**config.mk**
```make
export PLATFORM = sky130hd
export DESIGN_NAME = byte_load_instruction_unit
export DESIGN_NICKNAME = d
export VERILOG_FILES = /design/src/rtl/core/blu_pkg.sv /design/src/rtl/core/byte_load_instruction_unit.sv /design/src/rtl/core/blu_front.sv /design/src/rtl/core/blu_queue.sv /design/src/rtl/core/blu_execute.sv
export SDC_FILE = /design/constraint.sdc
export NUM_CORES = 1
export LEC_CHECK = 0
export ABC_AREA = 1
export BUFFER_PORTS_ARGS = -buffer_cell sky130_fd_sc_hd__buf_4
export CORE_ASPECT_RATIO = 0.75
export CORE_MARGIN = 2
export CORE_UTILIZATION = 50
export DETAILED_ROUTE_END_ITERATION = 7
export PLACE_DENSITY_LB_ADDON = 0.12
export SYNTH_ARGS = -nofsm -noshare
export SYNTH_HDL_FRONTEND = slang
export SYNTH_SLANG_ARGS = --single-unit
```
**constraint.sdc**
```tcl
create_clock -name clk -period 3.62 [get_ports clk]
set_input_delay 0.362 -clock clk [delete_from_list [all_inputs] [get_ports clk]]
set_output_delay 0.362 -clock clk [all_outputs]
set_load 0.05 [all_outputs]
```
**src/rtl/core/blu_pkg.sv**
```systemverilog
`timescale 1ns / 1ps
`default_nettype none
// ----------------------------------------------------------------------------
// Byte load unit package
// Types, codes and decode helpers shared by the front end, the word queue and
// the execute stage of the byte load instruction unit.
// ----------------------------------------------------------------------------
package blu_pkg;

  localparam int QUEUE_DEPTH = 2;
  localparam int QUEUE_PTR_W = (QUEUE_DEPTH > 1) ? $clog2(QUEUE_DEPTH) : 1;
  localparam int QUEUE_CNT_W = $clog2(QUEUE_DEPTH + 1);

  localparam logic [15:0] HIGH_PAGE = 16'hff00;

  typedef logic [2:0] reg_idx_t;

  localparam reg_idx_t IDX_B = 3'd0;
  localparam reg_idx_t IDX_C = 3'd1;
  localparam reg_idx_t IDX_D = 3'd2;
  localparam reg_idx_t IDX_E = 3'd3;
  localparam reg_idx_t IDX_H = 3'd4;
  localparam reg_idx_t IDX_L = 3'd5;
  localparam reg_idx_t IDX_A = 3'd6;

  localparam logic [2:0] CODE_MEM_HL = 3'd6;
  localparam logic [2:0] CODE_A      = 3'd7;

  localparam logic [7:0] OP_LD_GROUP_LO = 8'h40;
  localparam logic [7:0] OP_LD_GROUP_HI = 8'h7f;
  localparam logic [7:0] OP_HALT        = 8'h76;
  localparam logic [7:0] OP_LD_IMM_MASK = 8'hc7;
  localparam logic [7:0] OP_LD_IMM_BITS = 8'h06;
  localparam logic [7:0] OP_LD_BC_A     = 8'h02;
  localparam logic [7:0] OP_LD_DE_A     = 8'h12;
  localparam logic [7:0] OP_LD_A_BC     = 8'h0a;
  localparam logic [7:0] OP_LD_A_DE     = 8'h1a;
  localparam logic [7:0] OP_LD_HLI_A    = 8'h22;
  localparam logic [7:0] OP_LD_HLD_A    = 8'h32;
  localparam logic [7:0] OP_LD_A_HLI    = 8'h2a;
  localparam logic [7:0] OP_LD_A_HLD    = 8'h3a;
  localparam logic [7:0] OP_LDH_N_A     = 8'he0;
  localparam logic [7:0] OP_LDH_A_N     = 8'hf0;
  localparam logic [7:0] OP_LDH_C_A     = 8'he2;
  localparam logic [7:0] OP_LDH_A_C     = 8'hf2;
  localparam logic [7:0] OP_LD_NN_A     = 8'hea;
  localparam logic [7:0] OP_LD_A_NN     = 8'hfa;

  localparam logic CMD_EXECUTE     = 1'b0;
  localparam logic CMD_READ_RETURN = 1'b1;

  typedef enum logic [1:0] {
    BUS_NONE = 2'd0,
    BUS_RD   = 2'd1,
    BUS_WR   = 2'd2
  } bus_op_t;

  typedef enum logic [1:0] {
    ST_DONE      = 2'd0,
    ST_WAIT      = 2'd1,
    ST_UNSUP     = 2'd2,
    ST_OUT_ORDER = 2'd3
  } status_t;

  typedef enum logic [2:0] {
    K_READ_RETURN,
    K_MOVE,
    K_LOAD_IMM,
    K_STORE,
    K_LOAD_MEM,
    K_UNSUPPORTED
  } kind_t;

  typedef enum logic [2:0] {
    ADDR_HL,
    ADDR_BC,
    ADDR_DE,
    ADDR_HIGH_IMM,
    ADDR_HIGH_C,
    ADDR_ABS
  } addr_sel_t;

  typedef enum logic [1:0] {
    HL_KEEP,
    HL_INC,
    HL_DEC
  } hl_adj_t;

  typedef struct packed {
    kind_t       kind;
    addr_sel_t   addr_sel;
    hl_adj_t     hl_adj;
    logic        use_imm;
    reg_idx_t    src;
    reg_idx_t    dst;
    logic [15:0] immediate;
    logic [7:0]  read_data;
  } word_t;

  function automatic reg_idx_t code_to_index(input logic [2:0] code);
    reg_idx_t idx;
    idx = (code == CODE_A) ? IDX_A : code;
    return idx;
  endfunction

endpackage
`default_nettype wire

```
**src/rtl/core/byte_load_instruction_unit.sv**
```systemverilog
`timescale 1ns / 1ps
`default_nettype none
// ----------------------------------------------------------------------------
// Byte load instruction unit
// Executes the 8-bit load group: register moves, immediate loads, stores and
// read requests, completing each read when its data word returns.
//
//   Channel  Handshake               Payload
//   in       in_valid / in_ready     cmd, opcode, immediate, read_data
//   out      out_valid / out_ready   bus_op, bus_addr, bus_wdata, status,
//                                    value_a .. value_l
//
// One word per cycle is sustained while out_ready stays high. A word accepted
// by the front end is written into the decode queue, is executed from the
// queue head into the output register and is held there until it is taken.
// The two-entry queue lets the front end accept two more words while the
// output register is stalled; in_ready then stays low until a result is
// taken. Reset clears the registers, the pending read and the queue.
// ----------------------------------------------------------------------------
module byte_load_instruction_unit (
  input  wire logic        clk,
  input  wire logic        rst,
  input  wire logic        in_valid,
  output logic             in_ready,
  input  wire logic        cmd,
  input  wire logic [7:0]  opcode,
  input  wire logic [15:0] immediate,
  input  wire logic [7:0]  read_data,
  output logic             out_valid,
  input  wire logic        out_ready,
  output logic [1:0]       bus_op,
  output logic [15:0]      bus_addr,
  output logic [7:0]       bus_wdata,
  output logic [1:0]       status,
  output logic [7:0]       value_a,
  output logic [7:0]       value_b,
  output logic [7:0]       value_c,
  output logic [7:0]       value_d,
  output logic [7:0]       value_e,
  output logic [7:0]       value_h,
  output logic [7:0]       value_l
);

  logic           push;
  blu_pkg::word_t push_word;
  logic           queue_full;
  logic           head_valid;
  blu_pkg::word_t head_word;
  logic           pop;

  blu_front u_front (
    .in_valid   (in_valid),
    .in_ready   (in_ready),
    .cmd        (cmd),
    .opcode     (opcode),
    .immediate  (immediate),
    .read_data  (read_data),
    .push       (push),
    .push_word  (push_word),
    .queue_full (queue_full)
  );

  blu_queue u_queue (
    .clk        (clk),
    .rst        (rst),
    .push       (push),
    .push_word  (push_word),
    .full       (queue_full),
    .head_valid (head_valid),
    .head_word  (head_word),
    .pop        (pop)
  );

  blu_execute u_execute (
    .clk        (clk),
    .rst        (rst),
    .head_valid (head_valid),
    .head_word  (head_word),
    .pop        (pop),
    .out_valid  (out_valid),
    .out_ready  (out_ready),
    .bus_op     (bus_op),
    .bus_addr   (bus_addr),
    .bus_wdata  (bus_wdata),
    .status     (status),
    .value_a    (value_a),
    .value_b    (value_b),
    .value_c    (value_c),
    .value_d    (value_d),
    .value_e    (value_e),
    .value_h    (value_h),
    .value_l    (value_l)
  );

endmodule
`default_nettype wire

```
**src/rtl/core/blu_front.sv**
```systemverilog
`timescale 1ns / 1ps
`default_nettype none
// ----------------------------------------------------------------------------
// Byte load unit front end
// Accepts input words and classifies each opcode into a decoded word for the
// queue towards the execute stage.
// ----------------------------------------------------------------------------
module blu_front (
  input  wire logic           in_valid,
  output logic                in_ready,
  input  wire logic           cmd,
  input  wire logic [7:0]     opcode,
  input  wire logic [15:0]    immediate,
  input  wire logic [7:0]     read_data,
  output logic                push,
  output blu_pkg::word_t      push_word,
  input  wire logic           queue_full
);

  logic [2:0] dst_code;
  logic [2:0] src_code;

  assign in_ready = !queue_full;
  assign push     = in_valid && !queue_full;
  assign dst_code = opcode[5:3];
  assign src_code = opcode[2:0];

  always_comb begin
    push_word           = '0;
    push_word.kind      = blu_pkg::K_UNSUPPORTED;
    push_word.addr_sel  = blu_pkg::ADDR_HL;
    push_word.hl_adj    = blu_pkg::HL_KEEP;
    push_word.use_imm   = 1'b0;
    push_word.src       = blu_pkg::IDX_A;
    push_word.dst       = blu_pkg::IDX_A;
    push_word.immediate = immediate;
    push_word.read_data = read_data;
    if (cmd == blu_pkg::CMD_READ_RETURN) begin
      push_word.kind = blu_pkg::K_READ_RETURN;
    end else if ((opcode inside {[blu_pkg::OP_LD_GROUP_LO:blu_pkg::OP_LD_GROUP_HI]})
                 && opcode != blu_pkg::OP_HALT) begin
      if (src_code == blu_pkg::CODE_MEM_HL) begin
        push_word.kind = blu_pkg::K_LOAD_MEM;
        push_word.dst  = blu_pkg::code_to_index(dst_code);
      end else if (dst_code == blu_pkg::CODE_MEM_HL) begin
        push_word.kind = blu_pkg::K_STORE;
        push_word.src  = blu_pkg::code_to_index(src_code);
      end else begin
        push_word.kind = blu_pkg::K_MOVE;
        push_word.src  = blu_pkg::code_to_index(src_code);
        push_word.dst  = blu_pkg::code_to_index(dst_code);
      end
    end else if ((opcode & blu_pkg::OP_LD_IMM_MASK) == blu_pkg::OP_LD_IMM_BITS) begin
      if (dst_code == blu_pkg::CODE_MEM_HL) begin
        push_word.kind    = blu_pkg::K_STORE;
        push_word.use_imm = 1'b1;
      end else begin
        push_word.kind = blu_pkg::K_LOAD_IMM;
        push_word.dst  = blu_pkg::code_to_index(dst_code);
      end
    end else begin
      case (opcode)
        blu_pkg::OP_LD_BC_A: begin
          push_word.kind     = blu_pkg::K_STORE;
          push_word.addr_sel = blu_pkg::ADDR_BC;
        end
        blu_pkg::OP_LD_DE_A: begin
          push_word.kind     = blu_pkg::K_STORE;
          push_word.addr_sel = blu_pkg::ADDR_DE;
        end
        blu_pkg::OP_LD_A_BC: begin
          push_word.kind     = blu_pkg::K_LOAD_MEM;
          push_word.addr_sel = blu_pkg::ADDR_BC;
        end
        blu_pkg::OP_LD_A_DE: begin
          push_word.kind     = blu_pkg::K_LOAD_MEM;
          push_word.addr_sel = blu_pkg::ADDR_DE;
        end
        blu_pkg::OP_LD_HLI_A: begin
          push_word.kind   = blu_pkg::K_STORE;
          push_word.hl_adj = blu_pkg::HL_INC;
        end
        blu_pkg::OP_LD_HLD_A: begin
          push_word.kind   = blu_pkg::K_STORE;
          push_word.hl_adj = blu_pkg::HL_DEC;
        end
        blu_pkg::OP_LD_A_HLI: begin
          push_word.kind   = blu_pkg::K_LOAD_MEM;
          push_word.hl_adj = blu_pkg::HL_INC;
        end
        blu_pkg::OP_LD_A_HLD: begin
          push_word.kind   = blu_pkg::K_LOAD_MEM;
          push_word.hl_adj = blu_pkg::HL_DEC;
        end
        blu_pkg::OP_LDH_N_A: begin
          push_word.kind     = blu_pkg::K_STORE;
          push_word.addr_sel = blu_pkg::ADDR_HIGH_IMM;
        end
        blu_pkg::OP_LDH_A_N: begin
          push_word.kind     = blu_pkg::K_LOAD_MEM;
          push_word.addr_sel = blu_pkg::ADDR_HIGH_IMM;
        end
        blu_pkg::OP_LDH_C_A: begin
          push_word.kind     = blu_pkg::K_STORE;
          push_word.addr_sel = blu_pkg::ADDR_HIGH_C;
        end
        blu_pkg::OP_LDH_A_C: begin
          push_word.kind     = blu_pkg::K_LOAD_MEM;
          push_word.addr_sel = blu_pkg::ADDR_HIGH_C;
        end
        blu_pkg::OP_LD_NN_A: begin
          push_word.kind     = blu_pkg::K_STORE;
          push_word.addr_sel = blu_pkg::ADDR_ABS;
        end
        blu_pkg::OP_LD_A_NN: begin
          push_word.kind     = blu_pkg::K_LOAD_MEM;
          push_word.addr_sel = blu_pkg::ADDR_ABS;
        end
        default: begin
          push_word.kind = blu_pkg::K_UNSUPPORTED;
        end
      endcase
    end
  end

endmodule
`default_nettype wire

```
**src/rtl/core/blu_queue.sv**
```systemverilog
`timescale 1ns / 1ps
`default_nettype none
// ----------------------------------------------------------------------------
// Byte load unit word queue
// Short first-in first-out queue of decoded words between the front end and
// the execute stage.
// ----------------------------------------------------------------------------
module blu_queue (
  input  wire logic           clk,
  input  wire logic           rst,
  input  wire logic           push,
  input  wire blu_pkg::word_t push_word,
  output logic                full,
  output logic                head_valid,
  output blu_pkg::word_t      head_word,
  input  wire logic           pop
);

  blu_pkg::word_t                      entries [blu_pkg::QUEUE_DEPTH];
  logic [blu_pkg::QUEUE_PTR_W-1:0]     wr_ptr;
  logic [blu_pkg::QUEUE_PTR_W-1:0]     rd_ptr;
  logic [blu_pkg::QUEUE_CNT_W-1:0]     count;
  logic                                do_push;
  logic                                do_pop;

  assign full       = (count == blu_pkg::QUEUE_CNT_W'(blu_pkg::QUEUE_DEPTH));
  assign head_valid = (count != '0);
  assign head_word  = entries[rd_ptr];
  assign do_push    = push && !full;
  assign do_pop     = pop && head_valid;

  always_ff @(posedge clk) begin
    if (do_push) begin
      entries[wr_ptr] <= push_word;
    end
  end

  always_ff @(posedge clk) begin
    if (rst) begin
      wr_ptr <= '0;
      rd_ptr <= '0;
      count  <= '0;
    end else begin
      if (do_push) begin
        wr_ptr <= (wr_ptr == blu_pkg::QUEUE_PTR_W'(blu_pkg::QUEUE_DEPTH - 1))
                  ? '0 : wr_ptr + 1'b1;
      end
      if (do_pop) begin
        rd_ptr <= (rd_ptr == blu_pkg::QUEUE_PTR_W'(blu_pkg::QUEUE_DEPTH - 1))
                  ? '0 : rd_ptr + 1'b1;
      end
      if (do_push && !do_pop) begin
        count <= count + 1'b1;
      end else if (do_pop && !do_push) begin
        count <= count - 1'b1;
      end
    end
  end

endmodule
`default_nettype wire

```
**src/rtl/core/blu_execute.sv**
```systemverilog
`timescale 1ns / 1ps
`default_nettype none
// ----------------------------------------------------------------------------
// Byte load unit execute stage
// Holds the register file and the pending read, carries out one decoded word
// per cycle unless the output stalls, and registers bus request and status.
// ----------------------------------------------------------------------------
module blu_execute (
  input  wire logic           clk,
  input  wire logic           rst,
  input  wire logic           head_valid,
  input  wire blu_pkg::word_t head_word,
  output logic                pop,
  output logic                out_valid,
  input  wire logic           out_ready,
  output logic [1:0]          bus_op,
  output logic [15:0]         bus_addr,
  output logic [7:0]          bus_wdata,
  output logic [1:0]          status,
  output logic [7:0]          value_a,
  output logic [7:0]          value_b,
  output logic [7:0]          value_c,
  output logic [7:0]          value_d,
  output logic [7:0]          value_e,
  output logic [7:0]          value_h,
  output logic [7:0]          value_l
);

  logic [7:0] reg_a, reg_b, reg_c, reg_d, reg_e, reg_h, reg_l;
  logic [7:0] reg_a_next, reg_b_next, reg_c_next, reg_d_next;
  logic [7:0] reg_e_next, reg_h_next, reg_l_next;
  logic       read_pending, read_pending_next;
  blu_pkg::reg_idx_t pending_target, pending_target_next;

  blu_pkg::bus_op_t bus_op_next;
  blu_pkg::status_t status_next;
  logic [15:0]      bus_addr_next;
  logic [7:0]       bus_wdata_next;

  logic [15:0] hl;
  logic [15:0] hl_adj;
  logic [15:0] sel_addr;
  logic [7:0]  src_value;
  logic        write_en;
  blu_pkg::reg_idx_t write_idx;
  logic [7:0]  write_value;
  logic        fire;

  assign fire = head_valid && (!out_valid || out_ready);
  assign pop  = fire;
  assign hl   = {reg_h, reg_l};

  always_comb begin
    case (head_word.src)
      blu_pkg::IDX_B: src_value = reg_b;
      blu_pkg::IDX_C: src_value = reg_c;
      blu_pkg::IDX_D: src_value = reg_d;
      blu_pkg::IDX_E: src_value = reg_e;
      blu_pkg::IDX_H: src_value = reg_h;
      blu_pkg::IDX_L: src_value = reg_l;
      default:        src_value = reg_a;
    endcase
  end

  always_comb begin
    case (head_word.addr_sel)
      blu_pkg::ADDR_BC:       sel_addr = {reg_b, reg_c};
      blu_pkg::ADDR_DE:       sel_addr = {reg_d, reg_e};
      blu_pkg::ADDR_HIGH_IMM: sel_addr = blu_pkg::HIGH_PAGE | {8'h00, head_word.immediate[7:0]};
      blu_pkg::ADDR_HIGH_C:   sel_addr = blu_pkg::HIGH_PAGE | {8'h00, reg_c};
      blu_pkg::ADDR_ABS:      sel_addr = head_word.immediate;
      default:                sel_addr = hl;
    endcase
  end

  always_comb begin
    case (head_word.hl_adj)
      blu_pkg::HL_INC: hl_adj = hl + 16'd1;
      blu_pkg::HL_DEC: hl_adj = hl - 16'd1;
      default:         hl_adj = hl;
    endcase
  end

  always_comb begin
    bus_op_next         = blu_pkg::BUS_NONE;
    bus_addr_next       = '0;
    bus_wdata_next      = '0;
    status_next         = blu_pkg::ST_DONE;
    read_pending_next   = read_pending;
    pending_target_next = pending_target;
    write_en            = 1'b0;
    write_idx           = head_word.dst;
    write_value         = src_value;
    reg_h_next          = reg_h;
    reg_l_next          = reg_l;

    if (head_word.kind == blu_pkg::K_READ_RETURN) begin
      if (read_pending) begin
        write_en          = 1'b1;
        write_idx         = pending_target;
        write_value       = head_word.read_data;
        read_pending_next = 1'b0;
      end else begin
        status_next = blu_pkg::ST_OUT_ORDER;
      end
    end else if (read_pending) begin
      status_next = blu_pkg::ST_OUT_ORDER;
    end else begin
      case (head_word.kind)
        blu_pkg::K_MOVE: begin
          write_en = 1'b1;
        end
        blu_pkg::K_LOAD_IMM: begin
          write_en    = 1'b1;
          write_value = head_word.immediate[7:0];
        end
        blu_pkg::K_STORE: begin
          bus_op_next    = blu_pkg::BUS_WR;
          bus_addr_next  = sel_addr;
          bus_wdata_next = head_word.use_imm ? head_word.immediate[7:0] : src_value;
          reg_h_next     = hl_adj[15:8];
          reg_l_next     = hl_adj[7:0];
        end
        blu_pkg::K_LOAD_MEM: begin
          bus_op_next         = blu_pkg::BUS_RD;
          bus_addr_next       = sel_addr;
          status_next         = blu_pkg::ST_WAIT;
          read_pending_next   = 1'b1;
          pending_target_next = head_word.dst;
          reg_h_next          = hl_adj[15:8];
          reg_l_next          = hl_adj[7:0];
        end
        default: begin
          status_next = blu_pkg::ST_UNSUP;
        end
      endcase
    end

    reg_a_next = reg_a;
    reg_b_next = reg_b;
    reg_c_next = reg_c;
    reg_d_next = reg_d;
    reg_e_next = reg_e;
    if (write_en) begin
      case (write_idx)
        blu_pkg::IDX_B: reg_b_next = write_value;
        blu_pkg::IDX_C: reg_c_next = write_value;
        blu_pkg::IDX_D: reg_d_next = write_value;
        blu_pkg::IDX_E: reg_e_next = write_value;
        blu_pkg::IDX_H: reg_h_next = write_value;
        blu_pkg::IDX_L: reg_l_next = write_value;
        blu_pkg::IDX_A: reg_a_next = write_value;
        default: begin
        end
      endcase
    end
  end

  always_ff @(posedge clk) begin
    if (rst) begin
      reg_a          <= '0;
      reg_b          <= '0;
      reg_c          <= '0;
      reg_d          <= '0;
      reg_e          <= '0;
      reg_h          <= '0;
      reg_l          <= '0;
      read_pending   <= 1'b0;
      pending_target <= '0;
      out_valid      <= 1'b0;
    end else begin
      if (fire) begin
        reg_a          <= reg_a_next;
        reg_b          <= reg_b_next;
        reg_c          <= reg_c_next;
        reg_d          <= reg_d_next;
        reg_e          <= reg_e_next;
        reg_h          <= reg_h_next;
        reg_l          <= reg_l_next;
        read_pending   <= read_pending_next;
        pending_target <= pending_target_next;
        out_valid      <= 1'b1;
      end else if (out_ready) begin
        out_valid <= 1'b0;
      end
    end
  end

  always_ff @(posedge clk) begin
    if (fire) begin
      bus_op    <= bus_op_next;
      bus_addr  <= bus_addr_next;
      bus_wdata <= bus_wdata_next;
      status    <= status_next;
    end
  end

  assign value_a = reg_a;
  assign value_b = reg_b;
  assign value_c = reg_c;
  assign value_d = reg_d;
  assign value_e = reg_e;
  assign value_h = reg_h;
  assign value_l = reg_l;

endmodule
`default_nettype wire

```
==> out/metrics.yaml, run 1 <==
placement:
  place_hpwl_um: 22900
  placed_area_um2: 10800
  place.gp.congestion: 0.973
  io_buffers: 122
clock_tree:
  cts_buffers: 17
  postCtsHoldBufs: 0
  cts_setup_buffers: 0
  clk_latency_ps: 450
  clk_pin_slew_worst_paths_ps: 80
  cts_resized: 0
  cts_tree: "done"
  cts_max_path_buffers: 2
  clock-sinks: 172
  clock-root-buffer: "clkbuf_16"
  h-tree-depth: 4
grt:
  antenna_found_initial: 0
  gr-total-overflow: 0
  grt_usage_pct: 30.7
  grt_max_degree: 52
  grt_pass1_vias: 8309
  grt_pass1_wl_um: 47200
outcome:
  outcome: "complete, no violations"
critical_path:
  crit_chain: "mux2i_1 -> ha_1 -> nand2_1 -> inv_1 -> nor2_1 -> ha_1 -> a21oi_1 -> inv_1 -> nand2_1 -> nand3_1 -> nand2_1 -> nand2_1 -> nand2_1 -> nand3_1 -> nand3_1 -> nand3_1 -> a21oi_1"
  critical_path.max_stage_delay_ps: 440
  cp-start-kind: "flop"
  crit_fanout: 9
  cp.arrival_ps: 3430
  critPathKind: "reg2reg"
  worstPathRequired_ps: 4000
  cp-end-kind: "flop"
  critical_path.slowest_cell: "dfxtp_1"
  crit_path_frequent_cell: "nand2_1"
timing:
  min_period_ps: 3050
  min_period_over_period_pct: 84.3
  rsz0062_at_grt: "false"
  setup_tns_ps: 0
  max_freq_mhz: 328
  hold_violations: 0
  fin_skew_ps: 14.3
  maxSlewViolCount: 0
  slew_headroom_pct: 29.6
  setup_viol: 0
  tightest_slew_ps: 1050
synth:
  ys_top_cells_by_count: "430 x nand2_1, 160 x inv_1, 106 x edfxtp_1"
  yosys.area.top_type: "edfxtp_1"
  synth_top_area_share_pct: 32.9
  synth_cells: 1301
  synthFlopType: "edfxtp_1"
  synth_edf_count: 106
  async_reset_ff_share_pct: 0
  yosysWarnings: 0
  synth.most_common_cell: "nand2_1"
  synth.avg_cell_area_um2: 7.44
  synth_area_leaders: "edfxtp_1 33%, nand2_1 17%, dfxtp_1 14%"
  ys_seq_area_share_pct: 46.5
  syn-cell-area_um2: 9680
  yosys.cell_types.count: 44
  synth_nets: 1342
  synth-seq-cells: 172
route:
  drc: 0
  drtIter0Drc: 1256
  num_vias: 9287
  ant_nets: 0
  wl_per_cell_um: 18.4
  drt_pass1_iterations: 8
  vias_per_cell: 5.53
  wl_um: 30900
floorplan:
  io_pins: 123
  die_x_um: 165
  die_area_um2: 20500
  rows: 44
  start_util_pct: 50.5
  coreArea_um2: 19200
  dieHeight_um: 124
job:
  maxCapViolCount: 0
finish:
  final_area_um2: 11400
  diodes: 0
  syn_to_final_growth_pct: 18.0
  layout-drive-gt1-share_pct: 15.9
  fin_nets: 1453
min_path:
  hp-class: "in2reg"
power:
  power.leakage_uw: 0.00536
  ir_worst_vdd_mv: 0.684
  power_density_nw_per_um2: 841
[cell type report]
cell class | instances | area, um2
Fill cell | 1786 | 7740
Tap cell | 253 | 317
Sequential cell | 172 | 4500
Multi-Input combinational cell | 907 | 4290
Clock buffer | 17 | 425
Inverter | 178 | 668
Timing Repair Buffer | 136 | 1030
Clock inverter | 15 | 189
[final timing paths]
kind                               start                                end  slack [ps]  cells after the start
min reg2reg  u_queue.rd_ptr$_SDFFE_PP0P_        u_queue.rd_ptr$_SDFFE_PP0P_         460                      1
max reg2reg                         flop  u_execute.value_h[0]$_SDFFE_PP0P_         570                     17
max                                 flop  u_execute.value_h[0]$_SDFFE_PP0P_         570                     17
min                        immediate[12]   u_queue.entries[1][20]$_DFFE_PP_          90                      1
[metal layers]
metal / track usage, % / vias up / share of wire, %
met5: 0 / - / 0
met1: 47.0 / 4284 / 45
met3: 7.63 / 42 / 11
li1: - / 4479 / -
met2: 43.0 / 482 / 42
met4: 8.49 / 0 / 2.1
[registers in the layout, summed over array words and instances, names as in the netlist, named ones only]
signal                    flops
u_execute.status              2
u_queue.count                 2
u_execute.bus_addr           16
u_execute.value_e             8
u_execute.value_c             8
u_execute.bus_op              2
u_execute.value_l             8
u_execute.value_a             8
u_execute.value_d             8
u_queue.rd_ptr                1
u_execute.value_b             8
u_execute.value_h             8
u_execute.out_valid           1
u_execute.bus_wdata           8
u_execute.pending_target      3
u_queue.wr_ptr                1
u_queue.entries              78
[critical path: cells and delay by family (launching register included)]
family / cells / cell delay [ps]
AND/OR/NAND/NOR: 10 / 1050
adder cells (fa/ha/maj): 2 / 630
flip-flops: 1 / 440
multiplexers: 1 / 340
AO/OA/AOI/OAI: 2 / 290
buffers and inverters: 2 / 240
[logic make-up after synthesis]
group,after synthesis,share of synthesized area (%)
xor gates and xnor gates,9,0.814
AOI/OAI and AO/OA,209,12.2
adders and majority gates,4,0.517
buffers and inverters,222,9.42
muxes,3,0.310
and+or+nand+nor,682,30.2
DFF,172,46.5
[layout by cell type, fill, tap and decap left out, types with 2 or more instances in the layout]
master	netlist	routed
nand2_4	6	6
nand4_1	25	25
o21ai_1	33	33
edfxtp_1	106	106
mux2i_1	3	3
buf_4	5	135
inv_8	0	4
o21ai_0	63	63
or2_2	9	9
o21bai_1	5	5
nor2_2	6	6
clkinv_8	0	3
o21ai_2	2	2
o211ai_1	9	9
and2_1	3	3
nor2_1	91	89
inv_2	16	16
o21a_1	2	2
dfxtp_1	66	66
nand3_1	89	89
a21oi_1	66	66
clkinv_1	2	2
a31oi_1	9	9
inv_1	160	160
nor2_4	3	5
nand2_2	10	10
nor3_1	5	5
xor2_1	8	8
inv_6	0	4
clkbuf_16	0	17
nand2_1	430	430
ha_1	4	4
a41oi_1	15	15
[per-stage QoR]
stage | worst slack, ps | hold slack (ps) | total power [uW] | util [%] | cells
2_1_floorplan | 367 | 425 | 6210 | - | 1301
3_3_place_gp | 613 | 439 | 7590 | 56.4 | 1646
3_5_place_dp | 644 | 442 | 7600 | 56.4 | 1646
4_1_cts | 622 | 87.8 | 9530 | 59.6 | 1678
5_1_grt | 281 | 80.8 | 10100 | 59.6 | 1678
6_report | 570 | 94.3 | 9600 | 59.6 | 1678
[where the power goes]
part / switching (uW) / leakage, uW / internal [uW]
clock: 925 / 0.000302 / 1000
sequential: 293 / 0.00154 / 2580
combinational: 3580 / 0.00352 / 1210
total: 4800 / 0.00536 / 4800
Power figures use the tool's default switching activity.
==> inputs of run 2 (changes only) <==
==> constraint.sdc (replaced) <==
create_clock -name clk -period 2.7 [get_ports clk]
set_input_delay 0.27 -clock clk [delete_from_list [all_inputs] [get_ports clk]]
set_output_delay 0.27 -clock clk [all_outputs]
set_load 0.05 [all_outputs]
==> run 2 against run 1 <==
Sequential share of layout area fell by 1.6 points. Register-to-register slack got worse by 430 ps. Critical path type unchanged. Die area did not move. Clock-buffer cell count did not move. Maximum frequency rose by 19%. Core utilization rose by 2.6 points. Clock skew fell by 4.3 ps. Final cell count rose by 2.7%. Hold slack got worse by 83 ps. Total power rose by 39%. First-iteration DRC count fell by 2.7%. Critical path depth fell by 2. Critical endpoint is now u_execute.value_c[3]$_SDFFE_PP0P_.
==> out/metrics.yaml, run 2 (synthesis gave the netlist of run 1 again) <==
clock_tree:
  h-tree-depth: 4  # unchanged
  clk_latency_ps: 440  # was 450 ps
  clock-sinks: 172  # unchanged
  cts_buffers: 17  # unchanged
  clock-root-buffer: "clkbuf_16"  # unchanged
  clk_pin_slew_worst_paths_ps: 70  # was 80 ps
  cts_max_path_buffers: 2  # unchanged
  cts_tree: "done"  # unchanged
power:
  p_int_uw: 6790  # was 4800 uW
  power.leakage_uw: 0.00559  # was 0.00536 uW
  power_density_nw_per_um2: 1120  # was 841 nW/um2
  power_frac_comb_pct: 53.2  # was 50.0%
  p_sw_share_pct: 49.2  # was 50.0%
  pwr-share-seq_pct: 28.7  # was 30.0%
  p_clk_share_pct: 18.1  # was 20.1%
  ir_worst_vdd_mv: 0.999  # was 0.684 mV
  power_switching_uw: 6580  # was 4800 uW
placement:
  place.gp.congestion: 1.00  # was 0.973
  dp_slack_ps: 58.3  # was 644 ps
  io_buffers: 122  # unchanged
  placed_area_um2: 11100  # was 10800 um2
  dp_cells: 1681  # was 1646
  place_hpwl_um: 23900  # was 22900 um
finish:
  seq_area_um2: 4510  # was 4500 um2
  top_register: "u_queue.entries"  # unchanged
  final_util_pct: 62.2  # was 59.6%
  mostFrequentLayoutCells: "422 x nand2_1, 170 x buf_4, 155 x inv_1, 106 x edfxtp_1, 83 x nor2_1"  # was 430 x nand2_1, 160 x inv_1, 135 x buf_4, 106 x edfxtp_1
  final_area_um2: 11900  # was 11400 um2
  largest_register_ffs: 78  # unchanged
  fin_cells: 1724  # was 1678
  fin_nets: 1499  # was 1453
  layout-drive-gt1-share_pct: 20.3  # was 15.9%
  syn_to_final_growth_pct: 23.1  # was 18.0%
  fillCellCount: 1762  # was 1786
  layout_commonest_cell: "nand2_1"  # unchanged
  reg_top3: "u_queue.entries x78, u_execute.bus_addr x16"  # unchanged
  diodes: 0  # unchanged
  multi_input_area_um2: 4410  # was 4290 um2
route:
  drtIter0Drc: 1222  # was 1256
  ant_nets: 0  # unchanged
  wl_um: 32600  # was 30900 um
  vias_per_cell: 5.49  # was 5.53
  wl_per_cell_um: 18.9  # was 18.4 um
  drt_pass1_iterations: 6  # was 8
  drc: 0  # unchanged
  num_vias: 9468  # was 9287
critical_path:
  critPathKind: "reg2reg"  # unchanged
  cp-start-kind: "flop"  # unchanged
  cp-end-kind: "flop"  # unchanged
  cp.arrival_ps: 2900  # was 3430 ps
  worstPathRequired_ps: 3040  # was 4000 ps
  crit_fanout: 18  # was 9
timing:
  tightest_slew_ps: 705  # was 1050 ps
  min_period_ps: 2560  # was 3050 ps
  setup_ws_ps: 140  # was 570 ps
  slew_headroom_pct: 52.5  # was 29.6%
  setup_viol: 0  # unchanged
  setup_tns_ps: 0  # unchanged
  maxSlewViolCount: 0  # unchanged
  fin_skew_ps: 10.0  # was 14.3 ps
  hold_violations: 0  # unchanged
  max_freq_mhz: 391  # was 328 MHz
  min_period_over_period_pct: 94.8  # was 84.3%
grt:
  grt_busiest_layer: "met1"  # unchanged
  met1_usage_pct: 49.6  # was 47.0%
  grtUsageMet3_pct: 6.93  # was 7.63%
  grt_pass1_wl_um: 49700  # was 47200 um
  gr-total-overflow: 0  # unchanged
  met2_usage_pct: 46.3  # was 43.0%
  grt_pass1_vias: 8526  # was 8309
  grt_max_degree: 52  # unchanged
  grt_usage_pct: 32.3  # was 30.7%
  antenna_found_initial: 0  # unchanged
floorplan:
  start_util_pct: 50.5  # unchanged
  io_pins: 123  # unchanged
  dieHeight_um: 124  # unchanged
  die_x_um: 165  # unchanged
  coreArea_um2: 19200  # unchanged
  die_area_um2: 20500  # unchanged
  rows: 44  # unchanged
min_path:
  hp-start: "immediate[10]"  # was immediate[12]
  hp-class: "in2reg"  # unchanged
outcome:
  outcome: "complete, no violations"  # unchanged
job:
  maxCapViolCount: 0  # unchanged
run 2: cell count changes in the layout (fill, tap and decap cells not counted), moves of 4 or more:
| cell | before | now |
|---|---|---|
| nand3_1 | 89 | 82 |
| buf_12 | 1 | 5 |
| nor2_1 | 89 | 83 |
| buf_4 | 135 | 170 |
| nand3_2 | 1 | 7 |
| nor2_2 | 6 | 12 |
| inv_2 | 16 | 21 |
| nand2_2 | 10 | 18 |
| nand2_1 | 430 | 422 |
| inv_1 | 160 | 155 |
| dlygate4sd3_1 | 0 | 7 |
run 2: area by class of cell:
cell class	instances	share of cell area, %
flip-flops and latches	172	37.8
multi-input cells	907	37.0
repair buffers	182	12.1
inverters	178	5.61
clock buffers	17	3.57
well taps	253	2.66
clock inverters	15	1.20
run 2: final timing paths:
| kind | end | slack, ps | cells after the start |
|---|---|---|---|
| max | u_execute.value_c[3]$_SDFFE_PP0P_ | 140 | 15 |
| min | u_queue.entries[0][18]$_DFFE_PP_ | 10 | 1 |
| max reg2reg | u_execute.value_c[3]$_SDFFE_PP0P_ | 140 | 15 |
| min reg2reg | flop | 450 | 1 |
run 2: per-layer routing:
metal  wire (um)  vias up
li1            -     4568
met1       14800     4372
met2       13900      482
met3        3230       46
met4         588        0
met5           0        -
run 2: through the flow:
step	total power [uW]	hold WS, ps
global route	14100	2.55
CTS	13100	0.267
global placement	10600	434
floorplan	8390	369
detailed placement	10700	452
finish	13400	11.0
run 2: power by group through the flow:
stage | Sequential (uW) | Clock [uW] | Combinational [uW]
after detailed placement | 3860 | 0 | 6810
after floorplan | 4840 | 0 | 3560
after global routing | 3880 | 2560 | 7670
final | 3830 | 2420 | 7110
after CTS | 3810 | 2450 | 6860
after global placement | 3870 | 0 | 6780
run 2: worst max-delay path, cell delays in order, from the launching register on:
cell and delay, ps:
dfxtp_4 390, buf_4 240, nand2_2 100, nand2_4 220, nor2_2 50, buf_4 190, nand3_1 80, nand2_1 80
nor2_1 220, nand2_1 140, a21oi_1 210, nand2_2 200, inv_2 140, nand2_1 60, o211ai_1 80, inv_1 50
run 2: repair_timing:
item                       in CTS  in global routing
setup endpoints to repair       0                 34
hold buffers                    5                  2
resized for setup               0                 26
buffers inserted                0                  4
hold endpoints to repair       10                  4
==> inputs of run 3 (changes only) <==
--- a/config.mk
+++ b/config.mk
@@ -9,7 +9,7 @@
 export BUFFER_PORTS_ARGS = -buffer_cell sky130_fd_sc_hd__buf_4
 export CORE_ASPECT_RATIO = 0.75
 export CORE_MARGIN = 2
-export CORE_UTILIZATION = 50
+export CORE_UTILIZATION = 33
 export DETAILED_ROUTE_END_ITERATION = 7
 export PLACE_DENSITY_LB_ADDON = 0.12
 export SYNTH_ARGS = -nofsm -noshare
==> run 3 against run 2 <==
Via count down 0.46%. Critical path depth down 7. Global-route usage down 9.2 points. First-iteration DRC count down 32%. Final cell count up 8.0%. Die area up 50%. Sequential power about the same. Final area up 0.75%. Combinational power up 0.7%. Critical endpoint is now u_execute.bus_addr[6]$_SDFFCE_PP0P_.
==> out/metrics.yaml, run 3 (synthesis gave the netlist of run 1 again) <==
power:
  power_density_nw_per_um2: 1120  # about the same
  ir_worst_vdd_mv: 0.607  # was 0.999 mV
  finalPower_uw: 13500  # was 13400 uW
  power.leakage_uw: 0.00557  # was 0.00559 uW
grt:
  grt_pass1_wl_um: 53200  # was 49700 um
  gr-total-overflow: 0  # unchanged
  grt_max_degree: 41  # was 52
  grt_pass1_vias: 8588  # was 8526
  grt_usage_pct: 23.1  # was 32.3%
  antenna_found_initial: 0  # unchanged
finish:
  largest_register_ffs: 78  # unchanged
  reg_top3: "u_queue.entries x78, u_execute.bus_addr x16"  # unchanged
  diodes: 0  # unchanged
  layout-drive-gt1-share_pct: 19.7  # was 20.3%
  fin_nets: 1498  # was 1499
  layout_commonest_cell: "nand2_1"  # unchanged
  fin_cells: 1862  # was 1724
  syn_to_final_growth_pct: 24.0  # was 23.1%
  mostFrequentLayoutCells: "428 x nand2_1, 175 x buf_4, 158 x inv_1, 106 x edfxtp_1, 85 x nand3_1"  # was 422 x nand2_1, 170 x buf_4, 155 x inv_1, 106 x edfxtp_1, 83 x nor2_1
  top_register: "u_queue.entries"  # unchanged
  final_area_um2: 12000  # was 11900 um2
critical_path:
  critPathKind: "reg2reg"  # unchanged
  reg2reg_slack_ps: 100  # was 140 ps
  worstPathRequired_ps: 2870  # was 3040 ps
  crit_fanout: 16  # was 18
  cp.arrival_ps: 2760  # was 2900 ps
  r2r_end: "u_execute.bus_addr[6]$_SDFFCE_PP0P_"  # was u_execute.value_c[3]$_SDFFE_PP0P_
  cp-end-kind: "flop"  # unchanged
  r2r_cells: 8  # was 15
  cp-start-kind: "flop"  # unchanged
clock_tree:
  clock-sinks: 172  # unchanged
  clk_latency_ps: 450  # was 440 ps
  cts_buffers: 17  # unchanged
  clk_pin_slew_worst_paths_ps: 70  # about the same
  cts_tree: "done"  # unchanged
  cts_max_path_buffers: 2  # unchanged
  h-tree-depth: 4  # unchanged
  clock-root-buffer: "clkbuf_16"  # unchanged
placement:
  place_hpwl_um: 27600  # was 23900 um
  place.gp.congestion: 0.985  # was 1.00
  placed_area_um2: 11400  # was 11100 um2
  io_buffers: 122  # unchanged
  dp_cells: 1827  # was 1681
floorplan:
  start_util_pct: 33.4  # was 50.5%
  die_area_um2: 30700  # was 20500 um2
  coreArea_um2: 29000  # was 19200 um2
  die_x_um: 202  # was 165 um
  rows: 54  # was 44
  dieHeight_um: 152  # was 124 um
  io_pins: 123  # unchanged
outcome:
  outcome: "complete, no violations"  # unchanged
timing:
  max_freq_mhz: 385  # was 391 MHz
  tightest_slew_ps: 896  # was 705 ps
  maxSlewViolCount: 0  # unchanged
  fin_skew_ps: 18.4  # was 10.0 ps
  slew_headroom_pct: 40.2  # was 52.5%
  rsz0062_at_grt: "false"
  min_period_over_period_pct: 96.1  # was 94.8%
  hold_violations: 0  # unchanged
  setup_viol: 0  # unchanged
  min_period_ps: 2600  # was 2560 ps
route:
  drt_pass1_iterations: 6  # unchanged
  num_vias: 9424  # was 9468
  vias_per_cell: 5.06  # was 5.49
  wl_um: 35700  # was 32600 um
  drc: 0  # unchanged
  ant_nets: 0  # unchanged
  drtIter0Drc: 836  # was 1222
  wl_per_cell_um: 19.2  # was 18.9 um
min_path:
  hp-class: "in2reg"  # unchanged
  whs_path_depth: 1  # unchanged
  hp-start: "immediate[13]"  # was immediate[10]
  whs_endpoint: "u_queue.entries[0][21]$_DFFE_PP_"  # was u_queue.entries[0][18]$_DFFE_PP_
job:
  maxCapViolCount: 0  # unchanged
-- run 3: how the worst max path moves through the flow --
stage	start	endpoint	slack (ps)	depth (start not counted)
CTS	flop	u_execute.value_a[0]$_SDFFE_PP0P_	100	14
detailed placement	flop	u_execute.value_a[0]$_SDFFE_PP0P_	120	14
global placement	flop	u_execute.value_a[1]$_SDFFE_PP0P_	140	14
finish	flop	u_execute.bus_addr[6]$_SDFFCE_PP0P_	100	8
global route	flop	u_execute.bus_addr[6]$_SDFFCE_PP0P_	2	8
floorplan	flop	u_execute.value_h[0]$_SDFFE_PP0P_	-120	23
-- run 3: final cells by class --
type                    instances  area [um2]
clock inverters                15         146
inverters                     178         668
fillers                      3040       17000
well taps                     392         490
multi-input cells             907        4370
flip-flops and latches        172        4510
clock buffers                  17         425
repair buffers                181        1400
-- run 3: timing repair --
item                                    in CTS  in global routing
endpoints found under the hold margin        2                  0
hold buffers                                 1                  0
resized for setup                            0                 15
endpoints found under the setup margin       0                 30
setup buffers                                0                  2
-- run 3: metal layers --
layer	part of all wire [%]	vias to the layer above	GRT usage, %	wire (um)
met2	41	385	32.4	14500
met4	1.1	0	4.10	381
met1	50	4442	34.9	17700
met5	0	-	0	0
met3	8.9	31	7.08	3170
li1	-	4566	-	-
-- run 3: critical path: stages, from the launching register on --
cell and delay (ps):
dfxtp_4 390, buf_4 170, buf_4 190, mux2i_1 210
buf_4 160, nand3_1 90, inv_1 430, nand2_1 150
a41oi_1 510
-- run 3: per-stage QoR --
stage                     hold WS [ps]  setup slack, ps  setup TNS (ps)  util, %
final                             16.4              105               0     41.4
after global routing             0.868             1.59               0     41.4
after CTS                         1.15              101               0     41.2
after detailed placement           448              123               0     39.2
after global placement             438              136               0     39.2
after floorplan                    369             -121            -492        -
-- run 3: power breakdown --
group          switching, uW  total, uW  internal (uW)
combinational           5080       7160           2090
sequential               379       3850           3470
clock                   1100       2460           1360
total                   6560      13500           6910
